===== src/rtl/core/udiv_stage.sv =====
// One restoring-division step with its own pipeline register and handshake.
`default_nettype none
module udiv_stage #(
  parameter int N = 128
) (
  input  wire logic         clk,
  input  wire logic         rst,
  input  wire logic         in_valid,
  output logic              in_stall,
  input  wire logic [N-1:0] in_rem,
  input  wire logic [N-1:0] in_dq,
  input  wire logic [N-1:0] in_dvs,
  input  wire logic         in_dz,
  output logic              out_valid,
  input  wire logic         out_stall,
  output logic [N-1:0]      out_rem,
  output logic [N-1:0]      out_dq,
  output logic [N-1:0]      out_dvs,
  output logic              out_dz
);

  logic [N:0]   shifted;
  logic [N+1:0] trial;
  logic         ge;
  logic [N-1:0] rem_next;
  logic [N-1:0] dq_next;
  logic         load;

  always_comb begin
    shifted  = {in_rem, in_dq[N-1]};
    trial    = {1'b0, shifted} - {2'b00, in_dvs};
    ge       = ~trial[N+1];
    rem_next = ge ? trial[N-1:0] : shifted[N-1:0];
    dq_next  = {in_dq[N-2:0], ge};
  end

  assign in_stall = out_valid & out_stall;
  assign load     = in_valid & ~in_stall;

  always_ff @(posedge clk) begin
    if (rst) begin
      out_valid <= 1'b0;
    end else if (!in_stall) begin
      out_valid <= in_valid;
    end
  end

  always_ff @(posedge clk) begin
    if (load) begin
      out_rem <= rem_next;
      out_dq  <= dq_next;
      out_dvs <= in_dvs;
      out_dz  <= in_dz;
    end
  end

endmodule
`default_nettype wire


===== config.mk =====
export PLATFORM = sky130hd
export DESIGN_NAME = udiv_stage
export DESIGN_NICKNAME = d
export VERILOG_FILES = /design/src/rtl/core/udiv_stage.sv
export SDC_FILE = /design/constraint.sdc
export NUM_CORES = 1
export LEC_CHECK = 0
export ABC_AREA = 0
export BUFFER_PORTS_ARGS = -buffer_cell sky130_fd_sc_hd__buf_2
export CORE_AREA = 2 2 305 307
export CTS_BUF_LIST = sky130_fd_sc_hd__clkbuf_8
export DETAILED_ROUTE_END_ITERATION = 16
export DIE_AREA = 0 0 307 309
export SLEW_MARGIN = 5
export SYNTH_ARGS = -nofsm -noshare
export SYNTH_HDL_FRONTEND = slang
export SYNTH_SLANG_ARGS = --single-unit
export TNS_END_PERCENT = 50

===== constraint.sdc =====
create_clock -name clk -period 70.8 [get_ports clk]
set_clock_uncertainty 0.2 [all_clocks]
set_input_delay 14.16 -clock clk [delete_from_list [all_inputs] [get_ports clk]]
set_output_delay 14.16 -clock clk [all_outputs]
set_load 0.02 [all_outputs]

# After elaboration in Yosys (flattened, before gate mapping)
# Cells that the tools add are included.
[word_totals]
out_inout_bits = 387
ff_bits = 386
[op_classes]
bitwise_logic = 4
addsub = 1
muxes = 1
[ops]
columns = ["cell", "n"]
rows = [
  ["subtractor 129 x 128 -> 130 bit", 1],
  ["2-to-1 mux 128 bit", 1],
  ["bitwise AND 1 bit", 2],
  ["inverter 1 bit", 2],
]

# Logic depth before layout (Yosys ltp)
# Gate-level depths: netlist of the first run.
[logic_depth]
word_depth = 3
depth_mapped = 16
depth_no_buf = 15

# Least setup slack after synthesis of the first run
# OpenSTA, ideal clock, no wires.
[synth_timing]
kind = "input -> register"
start = "in out_stall"
end = "reg out_dq[0], enable pin"
slack_ns = 38.246
t_arrival_ns = 31.177
stages = 2
path_cell_list = "and2_1 > nor2b_1"
[synth_between]
elab_chain_cells = 3
[synth_lines]
columns = ["item", "line", "rtl"]
rows = [
  ["start: declaration", "15", "input wire logic out_stall,"],
  ["bitwise AND 1 bit", "37", "assign in_stall = out_valid & out_stall;"],
  ["inverter 1 bit", "38", "assign load = in_valid & ~in_stall;"],
  ["bitwise AND 1 bit", "38", ""],
  ["via load", "27", "logic load;"],
  ["end signal: assignment", "51", "out_dq <= dq_next;"],
  ["end: declaration", "17", "output logic [N-1:0] out_dq,"],
]
# The timed path passes the listed nets, and every way through them passes these cells.
# A chain may end at the register's enable or synchronous reset.

# Final worst setup path of the first run
[layout_timing]
start = "in out_stall"
end = "out in_stall"
[layout_between]
elab_chain_cells = 1
[layout_lines]
columns = ["item", "line", "rtl"]
rows = [
  ["bitwise AND 1 bit", "37", ""],
  ["end: declaration", "9", "output logic in_stall,"],
]
# No other way between the ends.

==> results of run 1 <==
==> per-stage QoR <==
stage	total power (uW)	setup WS (ns)	hold slack, ns	utilization (%)
2_1_floorplan	402	38.25	0.586	-
3_3_place_gp	458	41.78	0.470	29.8
3_5_place_dp	459	41.79	0.474	29.8
4_1_cts	699	41.79	0.485	31.5
5_1_grt	723	41.78	0.505	31.5
6_report	687	41.79	0.475	31.5
==> power groups by stage <==
stage               Sequential (uW)  Combinational, uW  Clock (uW)
floorplan                       318               83.7           0
global placement                286                172           0
detailed placement              286                173           0
CTS                             282                174         243
global route                    283                188         252
finish                          281                173         233
==> kinds of logic (layout without fill, tap and decap cells) <==
logic type      Yosys count  after routing  share of synthesized area [%]
compound gates          675            675                           18.4
other cells               0              5                              0
flops                   386            386                           52.0
fa+ha+maj               129            129                           7.28
simple gates            598            598                           12.6
xor+xnor                110            110                           4.32
mux                       5              5                          0.253
buf+inv                 286           1103                           5.16
==> registers in the layout (all words and copies together), names as in the netlist <==
name,cells
out_dq,128
out_dvs,128
out_dz,1
out_rem,128
out_valid,1
==> synthesized netlist by cell type (all sizes together) (11+ instances only) <==
master  number  area share (%)
nand2      159             2.7
o21a        21            0.71
nor3        38            0.88
nor4        14            0.42
a211oi      14            0.49
xnor2       67             2.6
nand4       79             2.2
inv        175             2.9
xor2        43             1.7
o31ai       11            0.37
edfxtp     385              52
o21ai      139             3.1
buf         35            0.92
o21bai      38             1.3
a21boi      14            0.47
nand3       14            0.31
a21oi      284             6.4
ha         128             7.2
a21o        73             2.5
clkbuf      76             1.3
nor2b       13            0.38
nor2       215             3.6
a31oi       15            0.42
==> cells in the final DEF (no fill, tap or decap), types with 10 or more instances in the layout <==
cell / synthesis / routed
a211oi_1: 13 / 13
a21boi_0: 12 / 12
a21o_1: 73 / 73
a21oi_1: 282 / 282
a31oi_1: 15 / 15
buf_2: 17 / 775
clkbuf_8: 0 / 79
clkinv_1: 0 / 16
clkinv_2: 0 / 13
edfxtp_1: 385 / 385
ha_1: 128 / 128
inv_1: 175 / 195
nand2_1: 159 / 159
nand2b_1: 10 / 10
nand3_1: 14 / 14
nand4_1: 79 / 79
nor2_1: 215 / 215
nor2b_1: 12 / 11
nor3_1: 37 / 37
nor4_1: 13 / 13
o21a_1: 21 / 21
o21ai_0: 134 / 134
o21bai_1: 38 / 38
o31ai_1: 11 / 11
or3_1: 10 / 10
xnor2_1: 67 / 67
xor2_1: 43 / 43
==> path summary, 6_finish.rpt <==
path,startpoint,endpoint,slack [ns],cells after the start
worst min register to register,out_valid$_SDFFE_PP0N_,out_valid$_SDFFE_PP0N_,0.48,3
worst min-delay path,out_valid$_SDFFE_PP0N_,out_valid$_SDFFE_PP0N_,0.48,3
worst max register to register,out_valid$_SDFFE_PP0N_,out_dq[63]$_DFFE_PP_,67.19,4
worst max-delay path,out_stall,in_stall,41.79,3
==> worst register-to-register path, stage by stage (launching register included) <==
cell     delay (ns)
dfxtp_1        0.30
and2_1         0.18
nor2b_4        0.71
buf_4          0.77
buf_4          0.93
==> layer usage <==
layer | part of all wire [%] | routed length [um]
met1 | 38 | 35300
met2 | 48 | 44800
met3 | 9.5 | 8800
met4 | 4.0 | 3690
met5 | 0.33 | 309
==> layout make-up <==
cell class                 instances  area (sq um)  area share, %
clock inverter                    64           438           1.52
timing repair buffer             785          3970           13.8
sequential                       386         11600           40.2
multi-input combinational       1517          9560           33.2
antenna                            5          12.5         0.0435
tap                             1186          1480           5.15
inverter                         175           657           2.28
clock buffer                      79          1090           3.78
==> flow_metrics.env, run 1 <==
export IMPL_relSlewSlack_pct=17.7
export IMPL_pwr_share_clk_pct=33.9
export IMPL_gp_congestion=0.859
export IMPL_first_pass_grt_wire_length_mm=128
export IMPL_power_leakage_uw=0.0125
export IMPL_via_count_of_the_first_global_routing_pass=19200
export IMPL_power_density_mw_per_mm2=23.9
export IMPL_critPathLaunchType="primary input"
export IMPL_boundary_pin_count=776
export IMPL_ys_seq_elements=386
export IMPL_cp_end_kind="output port"
export IMPL_unrepaired_setup_endpoints_after_global_routing="false"
export IMPL_postSynthCellCount=2189
export IMPL_floorplan_core_area_sq_mm=0.0914
export IMPL_clockRootBuffer="clkbuf_8"
export IMPL_worst_path_buf_inv=2
export IMPL_totalNegativeSetupSlack_ns=0
export IMPL_initial_utilization_pct=24.4
export IMPL_synth_seq_area_share_pct=52.0
export IMPL_drtIter0Drc=1527
export IMPL_drt_wirelength_per_cell_um=22.1
export IMPL_timing_critical_path_fanout_max=3
export IMPL_vert_die_dim_um=309
export IMPL_grt_overflow=0
export IMPL_placedCellCount=4049
export IMPL_finish_net_count=3461
export IMPL_final_max_slew_violation_count=0
export IMPL_syn_area_per_cell_sq_um=10.2
export IMPL_dpl_cell_area_sq_mm=0.0273
export IMPL_dominantRegCellSynth="edfxtp_1"
export IMPL_max_vdd_ir_drop_uv=12.9
export IMPL_delay_contributed_by_the_slowest_stage_of_the_critical_path_ns=0.21
export IMPL_timing_critical_path_mode_cell="buf_2"
export IMPL_layout_min_cycle_time_ns=29.01
export IMPL_grtUsageTotal_pct=18.6
export IMPL_critical_path_top_delay_family="buffers and inverters"
export IMPL_syn_warnings=0
export IMPL_drv_cap=0
export IMPL_clkSlewWorstSetupHoldPaths_ns=0.05
export IMPL_synth_distinct_cells=80
export IMPL_clkLatencyLatePin_ns=0.68
export IMPL_outcome="finished clean"
export IMPL_clkSinkCount=386
export IMPL_finalHoldViolCount=0
export IMPL_gr_usage_met3_pct=6.61
export IMPL_io_buffers=775
export IMPL_clock_tree_htree_level_count=3
export IMPL_slowest_stage="and2_1"
export IMPL_grt_antenna_before_repair=50
export IMPL_global_routing_s_busiest_layer="met2"
export IMPL_worstHoldPathType="reg -> reg"
export IMPL_setup_violations=0
export IMPL_areaGrowthSynthToFinish_pct=29.2
export IMPL_drive_above_1_share_pct=30.8
export IMPL_switching_share_pct=33.2
export IMPL_largest_net_degree_at_the_start_of_global_routing=169
export IMPL_drt_wl_total_mm=92.9
export IMPL_placement_rows=111
export IMPL_total_nets_after_synthesis=2707
export IMPL_firstDrtPassIters=5
export IMPL_p_sw_uw=228
export IMPL_share_of_the_cycle_needed_by_the_critical_path_after_routing_pct=41.0
export IMPL_tritoncts_clock_tree="done"
export IMPL_place_hpwl_mm=75.8
export IMPL_route_detailed_vias_per_inst=4.77
export IMPL_n_fill_cell=9634
export IMPL_cts_setup_buffers=0
export IMPL_tritoncts_num_buffers=78
export IMPL_cell_internal_pwr_uw=459
export IMPL_route_detailed_drc=0
export IMPL_detailroute_via_count=20000
export IMPL_design_die_area_sq_mm=0.0949
export IMPL_cts_max_path_buffers=3
export IMPL_timing_setup_critical_path_class="in -> out"
export IMPL_cts_hold_buf=0
export IMPL_antenna_left=0
export IMPL_cts_resized=0
export IMPL_met1_global_route_usage_pct=20.9
export IMPL_grt_use_met2_pct=31.9
export IMPL_final_cell_count_no_fill=4197
export IMPL_chip_width_um=307
export IMPL_synth_enable_flop_cells=385
export IMPL_mappedNetlistArea_sq_mm=0.0223
export IMPL_crit_arrival_ns=14.65
export IMPL_required_worst_endpoint_ns=56.44
export IMPL_power_frac_seq_pct=41.0
export IMPL_final_design_area_no_fill_sq_mm=0.0288
export IMPL_worstMarginPinSlew_ns=1.20
export IMPL_critical_path_cell_chain="buf_2 -> and2_1 -> buf_2"
export IMPL_max_freq_mhz=34.5
export IMPL_asyncSetResetFlopFracSynth_pct=0
export IMPL_power_frac_comb_pct=25.2
Power figures use the tool's default switching activity.
==> run 2: changes to the inputs <==
==> constraint.sdc (replaced) <==
create_clock -name clk -period 25.9 [get_ports clk]
set_clock_uncertainty 0.2 [all_clocks]
set_input_delay 5.18 -clock clk [delete_from_list [all_inputs] [get_ports clk]]
set_output_delay 5.18 -clock clk [all_outputs]
set_load 0.02 [all_outputs]
==> run 2 against run 1 <==
Global-route usage up 0.40 points. First-iteration DRC count decreased by 1.5%. Sequential power grew to 2.7 times the previous value. Critical path depth is the same. Die area unchanged. Cell area is 0.30% higher. Critical path type unchanged. Clock power increased to 2.9 times the previous value. Total power rose to 2.8 times the previous value. Via count rose by 1.2%. Worst hold slack got worse by 0.0059 ns. Register-to-register slack worse by 44 ns.
==> flow_metrics.env, run 2 (synthesized netlist as in run 1, its figures left out) <==
export IMPL_required_worst_endpoint_ns=20.52
export IMPL_clock_tree_htree_level_count=3
export IMPL_final_max_slew_violation_count=0
export IMPL_areaGrowthSynthToFinish_pct=29.6
export IMPL_cp_end_kind="output port"
export IMPL_tritoncts_clock_tree="done"
export IMPL_max_freq_mhz=90.7
export IMPL_slowest_stage="and2_1"
export IMPL_final_cell_mix="buf_2, edfxtp_1, a21oi_1"
export IMPL_unrepaired_setup_endpoints_after_global_routing="false"
export IMPL_drt_wirelength_per_cell_um=22.6
export IMPL_vert_die_dim_um=309
export IMPL_totalNegativeSetupSlack_ns=0
export IMPL_delay_contributed_by_the_slowest_stage_of_the_critical_path_ns=0.20
export IMPL_final_cell_count_no_fill=4193
export IMPL_timing_critical_path_fanout_max=3
export IMPL_gp_congestion=0.881
export IMPL_grtUsageTotal_pct=19.0
export IMPL_max_vdd_ir_drop_uv=35.6
export IMPL_chip_width_um=307
export IMPL_worst_path_buf_inv=2
export IMPL_initial_utilization_pct=24.4
export IMPL_via_count_of_the_first_global_routing_pass=19800
export IMPL_cts_max_path_buffers=3
export IMPL_clockRootBuffer="clkbuf_8"
export IMPL_finalHoldViolCount=0
export IMPL_drv_cap=0
export IMPL_crit_arrival_ns=5.65
export IMPL_final_core_utilization_pct=31.6
export IMPL_critPathLaunchType="primary input"
export IMPL_design_die_area_sq_mm=0.0949
export IMPL_route_detailed_vias_per_inst=4.83
export IMPL_relSlewSlack_pct=27.8
export IMPL_switching_share_pct=32.9
export IMPL_boundary_pin_count=776
export IMPL_clkLatencyLatePin_ns=0.68
export IMPL_placement_rows=111
export IMPL_setup_violations=0
export IMPL_cts_hold_buf=0
export IMPL_share_of_the_cycle_needed_by_the_critical_path_after_routing_pct=42.6
export IMPL_clkSlewWorstSetupHoldPaths_ns=0.05
export IMPL_dr_max_layer_used="met5"
export IMPL_floorplan_core_area_sq_mm=0.0914
export IMPL_layout_min_cycle_time_ns=11.03
export IMPL_outcome="finished clean"
export IMPL_timing_critical_path_mode_cell="buf_2"
export IMPL_totalPowerFinal_uw=1920
export IMPL_route_detailed_drc=0
export IMPL_power_density_mw_per_mm2=66.4
export IMPL_finish_net_count=3461
export IMPL_detailroute_via_count=20300
export IMPL_io_buffers=775
export IMPL_cts_resized=0
export IMPL_drt_wl_total_mm=94.9
export IMPL_largest_net_degree_at_the_start_of_global_routing=131
export IMPL_drtIter0Drc=1504
export IMPL_power_frac_seq_pct=40.2
export IMPL_power_frac_comb_pct=24.8
export IMPL_cts_setup_buffers=0
export IMPL_dr_wl_met2_mm=46.0
export IMPL_grt_overflow=0
export IMPL_firstDrtPassIters=5
export IMPL_cell_internal_pwr_uw=1290
export IMPL_grt_antenna_before_repair=38
export IMPL_timing_setup_critical_path_class="in -> out"
export IMPL_drive_above_1_share_pct=30.8
export IMPL_tritoncts_num_buffers=77
export IMPL_mostFrequentLayoutCell="buf_2"
export IMPL_critical_path_top_delay_family="buffers and inverters"
export IMPL_placedCellCount=4050
export IMPL_power_leakage_uw=0.0125
export IMPL_biggestRegsByFlops="out_dq x128, out_dvs x128, out_rem x128"
export IMPL_met3WireLength_mm=7.09
export IMPL_p_sw_uw=630
export IMPL_critical_path_cell_chain="buf_2 -> and2_1 -> buf_2"
export IMPL_worstMarginPinSlew_ns=1.08
export IMPL_first_pass_grt_wire_length_mm=132
export IMPL_clkSinkCount=386
export IMPL_place_hpwl_mm=77.0
export IMPL_antenna_left=0
export IMPL_pwr_share_clk_pct=35.0
export IMPL_m1WireLength_mm=37.9
export IMPL_worstHoldPathType="reg -> reg"
==> run 2: cell count changes in the layout (fill, tap and decap cells not counted), sizes merged <==
cell	before	now
buf	785	786
bufinv	5	8
clkbuf	79	80
clkinv	32	22
diode	5	6
==> run 2: stage by stage <==
stage               worst slack, ns  hold WS, ns  instance area [sq um]
floorplan                      2.33        0.586                  22300
global placement              14.87        0.474                  27300
detailed placement            14.87        0.465                  27300
CTS                           14.87        0.476                  28900
global route                  14.86        0.518                  28900
finish                        14.87        0.470                  28900
==> run 2: final cells by class <==
cell class | count | area, sq um
Inverter | 175 | 657
Tap cell | 1186 | 1480
Multi-Input combinational cell | 1517 | 9560
Clock buffer | 80 | 1100
Clock inverter | 57 | 499
Sequential cell | 386 | 11600
Timing Repair Buffer | 786 | 3970
Fill cell | 9660 | 62500
Antenna cell | 6 | 15.0
==> run 2: path summary, 6_finish.rpt <==
| path | slack [ns] | to | startpoint | cells after the start |
|---|---|---|---|---|
| min | 0.47 | out_valid$_SDFFE_PP0N_ | out_valid$_SDFFE_PP0N_ | 3 |
| max reg2reg | 23.10 | out_dq[46]$_DFFE_PP_ | out_valid$_SDFFE_PP0N_ | 4 |
| min reg2reg | 0.47 | out_valid$_SDFFE_PP0N_ | out_valid$_SDFFE_PP0N_ | 3 |
| max | 14.87 | in_stall | out_stall | 3 |
==> run 2: layer usage <==
layer	vias to the layer above	track usage (%)
met5	-	0
met4	28	8.33
met3	169	5.23
met2	758	32.5
met1	9740	22.3
li1	9572	-
==> run 2: power groups by stage <==
stage	sequential (uW)	clock [uW]	combinational [uW]
6_report	771	671	475
5_1_grt	776	719	515
4_1_cts	772	695	477
3_5_place_dp	783	0	475
3_3_place_gp	784	0	472
2_1_floorplan	869	0	229
==> run 2: worst min-delay path, stage by stage (launching register included) <==
cell and delay (ns):
dfxtp_1 0.30, and2_1 0.18, nor2_1 0.10, nor2_1 0.04
